`src/hdl/anc_payload_field_parser_assert.svh`:
```
// Assertion macros for the ancillary payload field parser.
`ifndef ANC_PAYLOAD_FIELD_PARSER_ASSERT_SVH
`define ANC_PAYLOAD_FIELD_PARSER_ASSERT_SVH
`ifndef SYNTHESIS
`define ANC_PFP_ASSERT(label, clk, rst_n, prop, msg) \
  label: assert property (@(posedge clk) disable iff (!rst_n) prop) else $error(msg);
`define ANC_PFP_IMPLIES(label, clk, rst_n, ante, cons, msg) \
  label: assert property (@(posedge clk) disable iff (!rst_n) (ante) |-> (cons)) else $error(msg);
`define ANC_PFP_NEXT(label, clk, rst_n, ante, cons, msg) \
  label: assert property (@(posedge clk) disable iff (!rst_n) (ante) |=> (cons)) else $error(msg);
`else
`define ANC_PFP_ASSERT(label, clk, rst_n, prop, msg)
`define ANC_PFP_IMPLIES(label, clk, rst_n, ante, cons, msg)
`define ANC_PFP_NEXT(label, clk, rst_n, ante, cons, msg)
`endif
`endif

```
`src/hdl/anc_pfp_pkg.sv`:
```
// Shared types and constants of the ancillary payload field parser.
package anc_pfp_pkg;

  localparam int HDR_BITS   = 64;
  localparam int LOC_BITS   = 32;
  localparam int WORD_BITS  = 10;
  localparam int ALIGN_BITS = 32;
  localparam int RSVD_BITS  = 22;
  localparam int BYTE_MASK  = 'hff;

  localparam int RES_DEPTH = 3;
  localparam int PTR_W     = $clog2(RES_DEPTH);
  localparam int CNT_W     = $clog2(RES_DEPTH + 1);

  typedef enum logic [2:0] {
    KIND_HDR,
    KIND_LOC,
    KIND_DID,
    KIND_SDID,
    KIND_DC,
    KIND_USER,
    KIND_CSUM,
    KIND_TRUNC
  } kind_t;

  typedef struct packed {
    kind_t       item_kind;
    logic [15:0] ext_sequence;
    logic [15:0] payload_length;
    logic [7:0]  packet_count;
    logic [1:0]  field_code;
    logic        chroma_flag;
    logic [10:0] video_line;
    logic [11:0] horiz_offset;
    logic        stream_flag;
    logic [6:0]  stream_number;
    logic [9:0]  word_value;
    logic        last;
  } res_t;

  typedef struct packed {
    logic [CNT_W-1:0] count;
    logic             not_empty;
    logic             room2;
  } fifo_stat_t;

endpackage

```
`src/hdl/anc_pfp_if.sv`:
```
// Valid/ready channel interfaces for payload bytes and parsed results.
interface anc_pfp_in_if;
  logic       valid;
  logic       ready;
  logic [7:0] payload_byte;
  logic       start_of_payload;
  logic       end_of_payload;

  modport source (output valid, payload_byte, start_of_payload, end_of_payload,
                  input ready);
  modport sink (input valid, payload_byte, start_of_payload, end_of_payload,
                output ready);
endinterface

interface anc_pfp_out_if;
  logic        valid;
  logic        ready;
  logic [2:0]  item_kind;
  logic [15:0] ext_sequence;
  logic [15:0] payload_length;
  logic [7:0]  packet_count;
  logic [1:0]  field_code;
  logic        chroma_flag;
  logic [10:0] video_line;
  logic [11:0] horiz_offset;
  logic        stream_flag;
  logic [6:0]  stream_number;
  logic [9:0]  word_value;
  logic        last;

  modport source (output valid, item_kind, ext_sequence, payload_length, packet_count,
                  field_code, chroma_flag, video_line, horiz_offset, stream_flag,
                  stream_number, word_value, last,
                  input ready);
  modport sink (input valid, item_kind, ext_sequence, payload_length, packet_count,
                field_code, chroma_flag, video_line, horiz_offset, stream_flag,
                stream_number, word_value, last,
                output ready);
endinterface

```
`src/hdl/anc_payload_field_parser.sv`:
```
// Ancillary payload field parser: one payload byte per beat.
// A result is held in the result queue from the cycle after the byte that completes it.
// Throughput: one byte per cycle while at most one result is queued; a byte that gives
// two results (field plus truncation) stalls the input while the three-entry queue drains.
// Reset: synchronous, active low; parser idle, bit buffer and counters cleared, queue empty.
`include "anc_payload_field_parser_assert.svh"

module anc_payload_field_parser (
  input logic         clk,
  input logic         rst_n,
  anc_pfp_in_if.sink  in_chan,
  anc_pfp_out_if.source out_chan
);
  import anc_pfp_pkg::*;

  typedef enum logic [2:0] {
    ST_IDLE,
    ST_HDR,
    ST_LOC,
    ST_DID,
    ST_SDID,
    ST_DC,
    ST_WORDS,
    ST_PAD
  } stage_t;

  localparam logic [6:0] HDR_N  = 7'(HDR_BITS);
  localparam logic [6:0] LOC_N  = 7'(LOC_BITS);
  localparam logic [6:0] WORD_N = 7'(WORD_BITS);

  stage_t      stage_r, stage_nxt;
  logic [63:0] bit_buffer_r, bit_buffer_nxt;
  logic [6:0]  bits_held_r, bits_held_nxt;
  logic [7:0]  packets_left_r, packets_left_nxt;
  logic [7:0]  words_left_r, words_left_nxt;
  logic [4:0]  align_phase_r, align_phase_nxt;

  logic        acc;
  logic [1:0]  res_n;
  res_t [1:0]  res_c;
  res_t        head;
  fifo_stat_t  fifo_stat;

  function automatic logic [63:0] keep_mask(input logic [6:0] sh);
    keep_mask = ~({64{1'b1}} << sh);
  endfunction

  assign acc = in_chan.valid && in_chan.ready;

  // At most one field completes per byte: after any take, fewer bits remain than the
  // next field needs. Only padding can follow a checksum within the same byte.
  always_comb begin
    logic [6:0]  sh;
    logic [31:0] loc;
    logic [9:0]  w;
    logic [4:0]  need;
    logic [4:0]  k;
    logic        r0_v;
    res_t        r0;
    res_t        trunc;

    sh    = '0;
    loc   = '0;
    w     = '0;
    need  = '0;
    k     = '0;
    r0_v  = 1'b0;
    r0    = '0;
    trunc = '0;
    res_c = '0;
    res_n = 2'd0;

    stage_nxt        = stage_r;
    bit_buffer_nxt   = bit_buffer_r;
    bits_held_nxt    = bits_held_r;
    packets_left_nxt = packets_left_r;
    words_left_nxt   = words_left_r;
    align_phase_nxt  = align_phase_r;

    if (acc) begin
      if (in_chan.start_of_payload) begin
        stage_nxt        = ST_HDR;
        bit_buffer_nxt   = '0;
        bits_held_nxt    = '0;
        packets_left_nxt = '0;
        words_left_nxt   = '0;
        align_phase_nxt  = '0;
      end

      if (stage_nxt != ST_IDLE) begin
        bit_buffer_nxt = {bit_buffer_nxt[55:0], in_chan.payload_byte};
        bits_held_nxt  = bits_held_nxt + 7'd8;

        case (stage_nxt)
          ST_HDR: begin
            if (bits_held_nxt >= HDR_N) begin
              r0_v                = 1'b1;
              r0.item_kind        = KIND_HDR;
              r0.ext_sequence     = bit_buffer_nxt[63:48];
              r0.payload_length   = bit_buffer_nxt[47:32];
              r0.packet_count     = bit_buffer_nxt[31:24];
              r0.field_code       = bit_buffer_nxt[RSVD_BITS +: 2];
              r0.last             = (bit_buffer_nxt[31:24] == 8'd0);
              packets_left_nxt    = bit_buffer_nxt[31:24];
              stage_nxt           = r0.last ? ST_IDLE : ST_LOC;
              bit_buffer_nxt      = '0;
              bits_held_nxt       = '0;
            end
          end
          ST_LOC: begin
            if (bits_held_nxt >= LOC_N) begin
              sh                = bits_held_nxt - LOC_N;
              loc               = 32'(bit_buffer_nxt[39:0] >> sh[2:0]);
              bits_held_nxt     = sh;
              bit_buffer_nxt    = bit_buffer_nxt & keep_mask(sh);
              r0_v              = 1'b1;
              r0.item_kind      = KIND_LOC;
              r0.chroma_flag    = loc[31];
              r0.video_line     = loc[30:20];
              r0.horiz_offset   = loc[19:8];
              r0.stream_flag    = loc[7];
              r0.stream_number  = loc[6:0];
              align_phase_nxt   = '0;
              stage_nxt         = ST_DID;
            end
          end
          ST_DID, ST_SDID, ST_DC, ST_WORDS: begin
            if (bits_held_nxt >= WORD_N) begin
              sh              = bits_held_nxt - WORD_N;
              w               = 10'(bit_buffer_nxt[17:0] >> sh[2:0]);
              bits_held_nxt   = sh;
              bit_buffer_nxt  = bit_buffer_nxt & keep_mask(sh);
              align_phase_nxt = align_phase_nxt + 5'(WORD_BITS);
              r0_v            = 1'b1;
              r0.word_value   = w;
              case (stage_nxt)
                ST_DID: begin
                  r0.item_kind = KIND_DID;
                  stage_nxt    = ST_SDID;
                end
                ST_SDID: begin
                  r0.item_kind = KIND_SDID;
                  stage_nxt    = ST_DC;
                end
                ST_DC: begin
                  r0.item_kind   = KIND_DC;
                  words_left_nxt = 8'(w & 10'(BYTE_MASK));
                  stage_nxt      = ST_WORDS;
                end
                default: begin
                  if (words_left_nxt != 8'd0) begin
                    words_left_nxt = words_left_nxt - 8'd1;
                    r0.item_kind   = KIND_USER;
                  end else begin
                    packets_left_nxt = packets_left_nxt - 8'd1;
                    r0.item_kind     = KIND_CSUM;
                    r0.last          = (packets_left_nxt == 8'd0);
                    if (packets_left_nxt == 8'd0) begin
                      stage_nxt = ST_IDLE;
                    end else if (align_phase_nxt == 5'd0) begin
                      stage_nxt = ST_LOC;
                    end else begin
                      stage_nxt = ST_PAD;
                    end
                  end
                end
              endcase
            end
          end
          default: begin
          end
        endcase

        // padding skip, either carried over or right after a checksum
        if (stage_nxt == ST_PAD) begin
          need = 5'(6'(ALIGN_BITS) - {1'b0, align_phase_nxt});
          k    = (bits_held_nxt < {2'b00, need}) ? bits_held_nxt[4:0] : need;
          bits_held_nxt   = bits_held_nxt - {2'b00, k};
          bit_buffer_nxt  = bit_buffer_nxt & keep_mask(bits_held_nxt);
          align_phase_nxt = align_phase_nxt + k;
          if (align_phase_nxt == 5'd0) stage_nxt = ST_LOC;
        end

        trunc.item_kind = KIND_TRUNC;
        trunc.last      = 1'b1;
        if (r0_v) begin
          res_c[0] = r0;
          res_n    = 2'd1;
        end
        if (in_chan.end_of_payload) begin
          if (stage_nxt != ST_IDLE) begin
            if (r0_v) begin
              res_c[1] = trunc;
              res_n    = 2'd2;
            end else begin
              res_c[0] = trunc;
              res_n    = 2'd1;
            end
          end
          stage_nxt      = ST_IDLE;
          bit_buffer_nxt = '0;
          bits_held_nxt  = '0;
        end
      end
    end
  end

  always_ff @(posedge clk) begin
    if (!rst_n) begin
      stage_r        <= ST_IDLE;
      bit_buffer_r   <= '0;
      bits_held_r    <= '0;
      packets_left_r <= '0;
      words_left_r   <= '0;
      align_phase_r  <= '0;
    end else begin
      stage_r        <= stage_nxt;
      bit_buffer_r   <= bit_buffer_nxt;
      bits_held_r    <= bits_held_nxt;
      packets_left_r <= packets_left_nxt;
      words_left_r   <= words_left_nxt;
      align_phase_r  <= align_phase_nxt;
    end
  end

  anc_pfp_res_fifo u_res_fifo (
    .clk       (clk),
    .rst_n     (rst_n),
    .push_n    (res_n),
    .push_data (res_c),
    .pop       (out_chan.valid && out_chan.ready),
    .head      (head),
    .stat      (fifo_stat)
  );

  assign in_chan.ready           = fifo_stat.room2;
  assign out_chan.valid          = fifo_stat.not_empty;
  assign out_chan.item_kind      = head.item_kind;
  assign out_chan.ext_sequence   = head.ext_sequence;
  assign out_chan.payload_length = head.payload_length;
  assign out_chan.packet_count   = head.packet_count;
  assign out_chan.field_code     = head.field_code;
  assign out_chan.chroma_flag    = head.chroma_flag;
  assign out_chan.video_line     = head.video_line;
  assign out_chan.horiz_offset   = head.horiz_offset;
  assign out_chan.stream_flag    = head.stream_flag;
  assign out_chan.stream_number  = head.stream_number;
  assign out_chan.word_value     = head.word_value;
  assign out_chan.last           = head.last;

  `ANC_PFP_ASSERT(a_queue_no_overflow, clk, rst_n, int'(res_n) <= (RES_DEPTH - int'(fifo_stat.count)), "result queue overflow")
  `ANC_PFP_ASSERT(a_held_bound, clk, rst_n, bits_held_r <= HDR_N, "bit buffer overfilled")
  `ANC_PFP_IMPLIES(a_pad_phase, clk, rst_n, stage_r == ST_PAD, align_phase_r != 5'd0, "padding with aligned phase")
  `ANC_PFP_NEXT(a_last_idles, clk, rst_n, acc && res_n != 2'd0 && res_c[0].last, stage_r == ST_IDLE, "parser busy after last beat")

endmodule

```
`src/hdl/anc_pfp_res_fifo.sv`:
```
// Small result queue: up to two pushes and one pop per cycle.
module anc_pfp_res_fifo (
  input  logic                     clk,
  input  logic                     rst_n,
  input  logic [1:0]               push_n,
  input  anc_pfp_pkg::res_t [1:0]  push_data,
  input  logic                     pop,
  output anc_pfp_pkg::res_t        head,
  output anc_pfp_pkg::fifo_stat_t  stat
);
  import anc_pfp_pkg::*;

  res_t             mem [RES_DEPTH];
  logic [PTR_W-1:0] wr_ptr_r, wr_ptr_nxt;
  logic [PTR_W-1:0] rd_ptr_r, rd_ptr_nxt;
  logic [CNT_W-1:0] cnt_r, cnt_nxt;
  logic [PTR_W-1:0] wr_ptr_p1;

  function automatic logic [PTR_W-1:0] ptr_inc(input logic [PTR_W-1:0] p);
    ptr_inc = (p == PTR_W'(RES_DEPTH - 1)) ? '0 : p + 1'b1;
  endfunction

  always_comb begin
    wr_ptr_p1  = ptr_inc(wr_ptr_r);
    wr_ptr_nxt = wr_ptr_r;
    case (push_n)
      2'd1:    wr_ptr_nxt = wr_ptr_p1;
      2'd2:    wr_ptr_nxt = ptr_inc(wr_ptr_p1);
      default: wr_ptr_nxt = wr_ptr_r;
    endcase
    rd_ptr_nxt = pop ? ptr_inc(rd_ptr_r) : rd_ptr_r;
    cnt_nxt    = cnt_r + CNT_W'(push_n) - CNT_W'(pop);
  end

  always_ff @(posedge clk) begin
    if (!rst_n) begin
      wr_ptr_r <= '0;
      rd_ptr_r <= '0;
      cnt_r    <= '0;
    end else begin
      wr_ptr_r <= wr_ptr_nxt;
      rd_ptr_r <= rd_ptr_nxt;
      cnt_r    <= cnt_nxt;
    end
  end

  always_ff @(posedge clk) begin
    if (push_n != 2'd0) mem[wr_ptr_r] <= push_data[0];
    if (push_n == 2'd2) mem[wr_ptr_p1] <= push_data[1];
  end

  assign head           = mem[rd_ptr_r];
  assign stat.count     = cnt_r;
  assign stat.not_empty = (cnt_r != '0);
  assign stat.room2     = (cnt_r <= CNT_W'(RES_DEPTH - 2));

endmodule
```
`src/flat_wrapper.sv`:
```
// flat-port wrapper written by rule: the top's interface ports become plain ports
module anc_payload_field_parser_flat import anc_pfp_pkg::*;
  (clk, rst_n, in_chan_valid, in_chan_payload_byte, in_chan_start_of_payload, in_chan_end_of_payload, in_chan_ready, out_chan_valid, out_chan_item_kind, out_chan_ext_sequence, out_chan_payload_length, out_chan_packet_count, out_chan_field_code, out_chan_chroma_flag, out_chan_video_line, out_chan_horiz_offset, out_chan_stream_flag, out_chan_stream_number, out_chan_word_value, out_chan_last, out_chan_ready);
  anc_pfp_in_if in_chan_i ();
  anc_pfp_out_if out_chan_i ();
  input logic clk;
  input logic rst_n;
  input wire logic [$bits(in_chan_i.valid)-1:0] in_chan_valid;
  input wire logic [$bits(in_chan_i.payload_byte)-1:0] in_chan_payload_byte;
  input wire logic [$bits(in_chan_i.start_of_payload)-1:0] in_chan_start_of_payload;
  input wire logic [$bits(in_chan_i.end_of_payload)-1:0] in_chan_end_of_payload;
  output wire logic [$bits(in_chan_i.ready)-1:0] in_chan_ready;
  output wire logic [$bits(out_chan_i.valid)-1:0] out_chan_valid;
  output wire logic [$bits(out_chan_i.item_kind)-1:0] out_chan_item_kind;
  output wire logic [$bits(out_chan_i.ext_sequence)-1:0] out_chan_ext_sequence;
  output wire logic [$bits(out_chan_i.payload_length)-1:0] out_chan_payload_length;
  output wire logic [$bits(out_chan_i.packet_count)-1:0] out_chan_packet_count;
  output wire logic [$bits(out_chan_i.field_code)-1:0] out_chan_field_code;
  output wire logic [$bits(out_chan_i.chroma_flag)-1:0] out_chan_chroma_flag;
  output wire logic [$bits(out_chan_i.video_line)-1:0] out_chan_video_line;
  output wire logic [$bits(out_chan_i.horiz_offset)-1:0] out_chan_horiz_offset;
  output wire logic [$bits(out_chan_i.stream_flag)-1:0] out_chan_stream_flag;
  output wire logic [$bits(out_chan_i.stream_number)-1:0] out_chan_stream_number;
  output wire logic [$bits(out_chan_i.word_value)-1:0] out_chan_word_value;
  output wire logic [$bits(out_chan_i.last)-1:0] out_chan_last;
  input wire logic [$bits(out_chan_i.ready)-1:0] out_chan_ready;
  assign in_chan_i.valid = in_chan_valid;
  assign in_chan_i.payload_byte = in_chan_payload_byte;
  assign in_chan_i.start_of_payload = in_chan_start_of_payload;
  assign in_chan_i.end_of_payload = in_chan_end_of_payload;
  assign in_chan_ready = in_chan_i.ready;
  assign out_chan_valid = out_chan_i.valid;
  assign out_chan_item_kind = out_chan_i.item_kind;
  assign out_chan_ext_sequence = out_chan_i.ext_sequence;
  assign out_chan_payload_length = out_chan_i.payload_length;
  assign out_chan_packet_count = out_chan_i.packet_count;
  assign out_chan_field_code = out_chan_i.field_code;
  assign out_chan_chroma_flag = out_chan_i.chroma_flag;
  assign out_chan_video_line = out_chan_i.video_line;
  assign out_chan_horiz_offset = out_chan_i.horiz_offset;
  assign out_chan_stream_flag = out_chan_i.stream_flag;
  assign out_chan_stream_number = out_chan_i.stream_number;
  assign out_chan_word_value = out_chan_i.word_value;
  assign out_chan_last = out_chan_i.last;
  assign out_chan_i.ready = out_chan_ready;
  anc_payload_field_parser u_core (.clk(clk), .rst_n(rst_n), .in_chan(in_chan_i), .out_chan(out_chan_i));
endmodule
```
`config.mk`:
```
export PLATFORM = sky130hd
export DESIGN_NAME = anc_payload_field_parser_flat
export DESIGN_NICKNAME = d
export VERILOG_FILES = /design/src/hdl/anc_pfp_pkg.sv /design/src/hdl/anc_pfp_if.sv /design/src/hdl/anc_payload_field_parser.sv /design/src/hdl/anc_pfp_res_fifo.sv /design/src/flat_wrapper.sv
export VERILOG_INCLUDE_DIRS = /design/src /design/src/hdl
export SDC_FILE = /design/constraint.sdc
export NUM_CORES = 1
export LEC_CHECK = 0
export ABC_AREA = 1
export CAP_MARGIN = 10
export CORE_MARGIN = 10
export CORE_UTILIZATION = 40
export DETAILED_ROUTE_END_ITERATION = 6
export DONT_BUFFER_PORTS = 1
export GPL_ROUTABILITY_DRIVEN = 0
export GPL_TIMING_DRIVEN = 0
export MAX_ROUTING_LAYER = met4
export PLACE_DENSITY = 0.6
export SLEW_MARGIN = 0
export SYNTH_ARGS = -nofsm -noshare
export SYNTH_HDL_FRONTEND = slang
export SYNTH_SLANG_ARGS = --single-unit
```
`constraint.sdc`:
```
create_clock -name clk -period 24 [get_ports clk]
set_input_delay 1.2 -clock clk [delete_from_list [all_inputs] [get_ports clk]]
set_output_delay 1.2 -clock clk [all_outputs]
set_load 0.005 [all_outputs]
```
### After elaboration in Yosys (flattened, before gate mapping)

Memory sizes are Yosys's and may differ from the RTL's. A register that Yosys moved wholly into a read port is not among the register bits.
Cells that the tools add are included.

| word-level totals | value |
|---|---|
| flip-flop bits (word level) | 93 |
| memory bits (writable) | 264 |
| input port bits | 14 |
| output and inout port bits | 90 |
| word-level logic and storage cells | 177 |
| memories | 1 |

Memories:

| memory | depth | bits a word | rd ports | clocked after Yosys merged registers in | wr ports | line | text |
|---|---|---|---|---|---|---|---|
| u_core.u_res_fifo.mem | 3 | 88 | 1 | 1 | 2 | anc_pfp_res_fifo.sv:13 | `res_t mem [RES_DEPTH];` |

| cells by class | value |
|---|---|
| add/sub/neg operators | 14 |
| magnitude comparators | 5 |
| eq/ne operators | 12 |
| shift-type cells | 5 |
| muxes and demuxes | 110 |
| bitwise logic cells | 6 |
| reductions and logical operators | 15 |

Operator list:

| kind | count |
|---|---|
| $mux W176 | 4 |
| $mux W56 | 10 |
| $mux W88 | 3 |
| $shl A64 B7 Y56 const A | 3 |
| $and A56 B56 Y56 | 3 |
| $not A56 Y56 | 3 |
| $pmux W56 S3 | 1 |
| $mux W8 | 13 |
| $mux W42 | 2 |
| $mux W7 | 10 |
| $mux W32 | 2 |
| $mux W3 | 17 |
| $mux W5 | 9 |
| $shr A40 B3 Y32 | 1 |
| $pmux W3 S3 | 4 |
| $pmux W8 S2 | 2 |
| $mux W2 | 12 |
| $pmux W7 S3 | 1 |
| $shr A18 B3 Y10 | 1 |
| $logic_not A8 Y1 | 2 |
| $sub A8 B1 Y8 const B | 2 |
| $mux W1 | 14 |
| $eq A3 B3 Y1 const B | 4 |
| $mux W11 | 1 |
| 32 further kinds | 43 |

### Longest topological paths before layout

| logic depth | value |
|---|---|
| word-level depth | 26 |
| mapped depth | 52 |
| depth with buffers taken out | 48 |

### Hierarchy

From an unflattened synthesis, not the netlist that was laid out.

| unflattened totals | value |
|---|---|
| cell total of the unflattened synthesis | 3,309 |
| area, all modules | 23,687.7 um2 |

By module, submodules not included:

| module | instances | cells each | area each (um2) | sequential area each (um2) |
|---|---|---|---|---|
| anc_pfp_res_fifo | 1 | 1,392 | 13,116.3 | 8,087.8 |
| anc_payload_field_parser | 1 | 1,917 | 10,571.4 | 1,741.7 |

### Worst setup path after synthesis

No wires, ideal clock.

| timing | value |
|---|---|
| kind | input -> register |
| start point | in in_chan_start_of_payload |
| end point | mem u_core.u_res_fifo.mem[2][25] (netlist name) |
| library setup time | 0.137 ns |
| arrival | 9.192 ns |
| required time | 23.863 ns |
| slack | 14.671 ns |
| cell stages on the path | 45 |
| path buffers | 6 |
| cell sequence | buf_6 -> buf_2 -> buf_1 -> buf_1 -> nor2_1 -> ha_1 -> inv_1 -> ha_1 -> inv_1 -> ha_1 -> nand3_1 -> nor2_2 -> nor2_8 -> inv_2 -> nand2_1 -> nand2_1 -> o21a_1 -> inv_1 -> (+9 left out) -> o21ai_0 -> ha_1 -> inv_1 -> fa_1 -> or3b_2 -> nor2_1 -> nand2_1 -> a21oi_1 -> nand2_1 -> ha_1 -> o211ai_1 -> ha_1 -> nor3_1 -> clkinv_1 -> o21ai_1 -> clkbuf_1 -> clkbuf_1 -> o22ai_1 |

RTL lines:

| item | line | text |
|---|---|---|
| start, declared | flat_wrapper.sv:10 | `input wire logic [$bits(in_chan_i.start_of_payload)-1:0] in_chan_start_of_payload;` |
| end, declared | anc_pfp_res_fifo.sv:13 |  |

==> impl_metrics.toml <==
[clock_network]
clkLatencyLatePin_ns = 0.62
ctsResizeCount = 0
cts_setup_buffers = 0
cts.path.max_buffers = 3
root_buffer = "clkbuf_16"
h-tree-depth = 2
cts.sinks = 359
hold_buffers = 0
cts_inserted_buffers = 42
cts_tree = "built"
clk_pin_slew_ns = 0.07

[timing]
worst_pin_slew_ns = 1.09
final_max_slew_viol_count = 0
tns_ns = 0
rsz0062_at_grt = "no"
clock.fmax_mhz = 79.7
hold_viol_final = 0
fin_worst_skew_ns = 0.0617
min_period_ns = 12.54
slew_headroom_pct = 27.1
layout_setup_ws_ns = 11.46
min_period_over_period_pct = 52.3
setup_viol_count_final = 0

[outcome]
status = "finished, violations left"
violations = "DRC"

[floorplanning]
rows = 82
die_x_um = 246
start_util_pct = 40.6
fp.dieH_um = 246
core_area_sq_um = 50400
die_area_sq_um = 60600
io_pins = 104

[global_routing]
grt_antenna_before_repair = 7
grt-ovfl-total = 0
use_met3_pct = 7.71
grt_max_degree = 14
grt_pass1_vias = 21400
use_met2_pct = 41.7
met1_usage_pct = 34.8
grtUsageTotal_pct = 28.0
grt-busiest-layer = "met2"
grt_pass1_wl_um = 129000

[final_layout]
nNetsFinal = 3194
finish.utilization_pct = 45.2
layout-drive-gt1-share_pct = 4.51
area_growth_pct = 11.3

[setup_path]
crit_path_frequent_cell = "nand2_1"
critPathMaxStageDelay_ns = 0.77
crit_type = "in2reg"
cp_slowest_cell = "buf_1"
worst_setup_path_end_kind = "register"
cp_max_fo = 10
cp-start-kind = "input pin"
worstPathRequired_ns = 24.28
worstPathArrival_ns = 12.82

[routing]
vias = 23300
drtAntennaViolNets = 0
avgViaCountPerCell = 6.05
first_iter_violations = 3328
routedWlPerCell_um = 22.5
drc = 47
dr.pass1.iters = 7
routed_wl_um = 86700

[logic_synthesis]
synth_compound_area_share_pct = 29.8
synth.distinct_cells = 57
synthCells = 3095
synthSimpleGateAreaFrac_pct = 19.5
synth-edff-count = 12
synth_nets = 3150
avgSynthCellArea_sq_um = 6.61
yosysWarnings = 0
synth_xor_area_share_pct = 0.477
async_reset_ff_share_pct = 0
yosysSeqAreaShare_pct = 35.7
netlist_area_sq_um = 20500
ys_seq_elements = 359
ys.flop_type = "dfxtp_1"
synth_fa_ha_area_share_pct = 2.58
synth_top_family_by_area = "compound AO/OA/AOI/OAI gates"
synth.area.mux_share_pct = 0.147

[job]
cap_violations = 0

[worst_hold_path]
hold_class = "reg2reg"

[placement]
place_ws_ns = 11.21
port_buffers = 0
place_hpwl_um = 66500

[power_and_ir_drop]
ir_worst_vdd_uv = 55.6
p_leak_nw = 9.79
power_density_nw_per_um2 = 110
## registers in the layout, summed over array words and instances (netlist names), named ones only
register                    count
u_core.align_phase_r            5
u_core.bit_buffer_r            56
u_core.bits_held_r              7
u_core.packets_left_r           8
u_core.stage_r                  3
u_core.u_res_fifo.cnt_r         2
u_core.u_res_fifo.mem         264
u_core.u_res_fifo.rd_ptr_r      2
u_core.u_res_fifo.wr_ptr_r      2
u_core.words_left_r             8
## area by class of cell
type,count,area [sq um]
fill,5325,27600
multi-input combinational,2111,10800
sequential,359,7310
inverter,414,1560
clock buffer,62,1250
buffer,211,852
tap,672,841
clock inverter,14,208
antenna,5,12.5
## placed cells by master (no fill, tap or decap), types with 23 or more instances in the layout
master	count
clkbuf_1	181
a21oi_1	402
nor2_1	190
o22ai_1	170
o21ai_0	413
dfxtp_1	347
nand2_1	483
inv_1	396
nor3_1	27
ha_1	39
a31oi_1	37
nand3_1	187
a211oi_1	23
clkbuf_16	42
## synth_stat cells (27+ instances only)
library cell,instances,area share [%]
o21ai_0,413,10
nor3_1,27,0.66
clkbuf_1,173,3.2
o22ai_1,170,5.2
nor2_1,190,3.5
inv_1,396,7.3
a21oi_1,402,9.8
dfxtp_1,347,34
a31oi_1,37,1.1
nand2_1,483,8.9
ha_1,39,2.4
nand3_1,187,4.6
## critical path: cells and delay by family
kind	cells	cell delay (ns)
buffers and inverters	13	4.11
adders and majority gates	9	2.71
and+or+nand+nor	17	2.35
AOI/OAI and AO/OA	8	2.14
xor gates and xnor gates	1	0.23
## final timing paths
check / slack (ns) / endpoint / cells past startpoint / from
worst max-delay path: 11.46 / u_core.u_res_fifo.mem[0][85]$_DFFE_PP_ / 48 / in_chan_start_of_payload
worst min-delay path: 0.47 / u_core.align_phase_r[2]$_SDFFE_PN0P_ / 2 / u_core.align_phase_r[2]$_SDFFE_PN0P_
worst max register to register: 12.90 / u_core.u_res_fifo.mem[0][85]$_DFFE_PP_ / 45 / u_core.bits_held_r[1]$_SDFFE_PN0P_
worst min register to register: 0.47 / u_core.align_phase_r[2]$_SDFFE_PN0P_ / 2 / u_core.align_phase_r[2]$_SDFFE_PN0P_
## metrics by stage
step	instance area (sq um)	hold WS (ns)	power (mW)	instances
5_1_grt	22800	0.485	2.63	3848
3_5_place_dp	21300	0.458	1.80	3767
4_1_cts	22800	0.468	2.47	3843
3_3_place_gp	21300	0.456	1.77	3767
6_report	22800	0.466	2.50	3848
2_1_floorplan	20500	0.441	1.49	3095
## layer usage
| metal | routed length [um] | part of all wire (%) |
|---|---|---|
| met3 | 10300 | 12 |
| met4 | 4270 | 4.9 |
| met1 | 34700 | 40 |
| met2 | 37400 | 43 |
| met5 | 0 | 0 |
## power by group
part           leakage (nW)  total, mW  internal, mW  switching (mW)
Combinational          6.09      0.997         0.283           0.714
Sequential             2.99      0.826         0.771          0.0544
Clock                 0.703      0.676         0.396           0.280
## cells by family after synthesis
logic type | after synthesis
AO/OA/AOI/OAI | 1119
XOR/XNOR | 9
adder cells (fa/ha/maj) | 41
buffers and inverters | 625
flip-flops | 359
multiplexers | 3
AND/OR/NAND/NOR | 939
(Power assumes the default switching activity.)
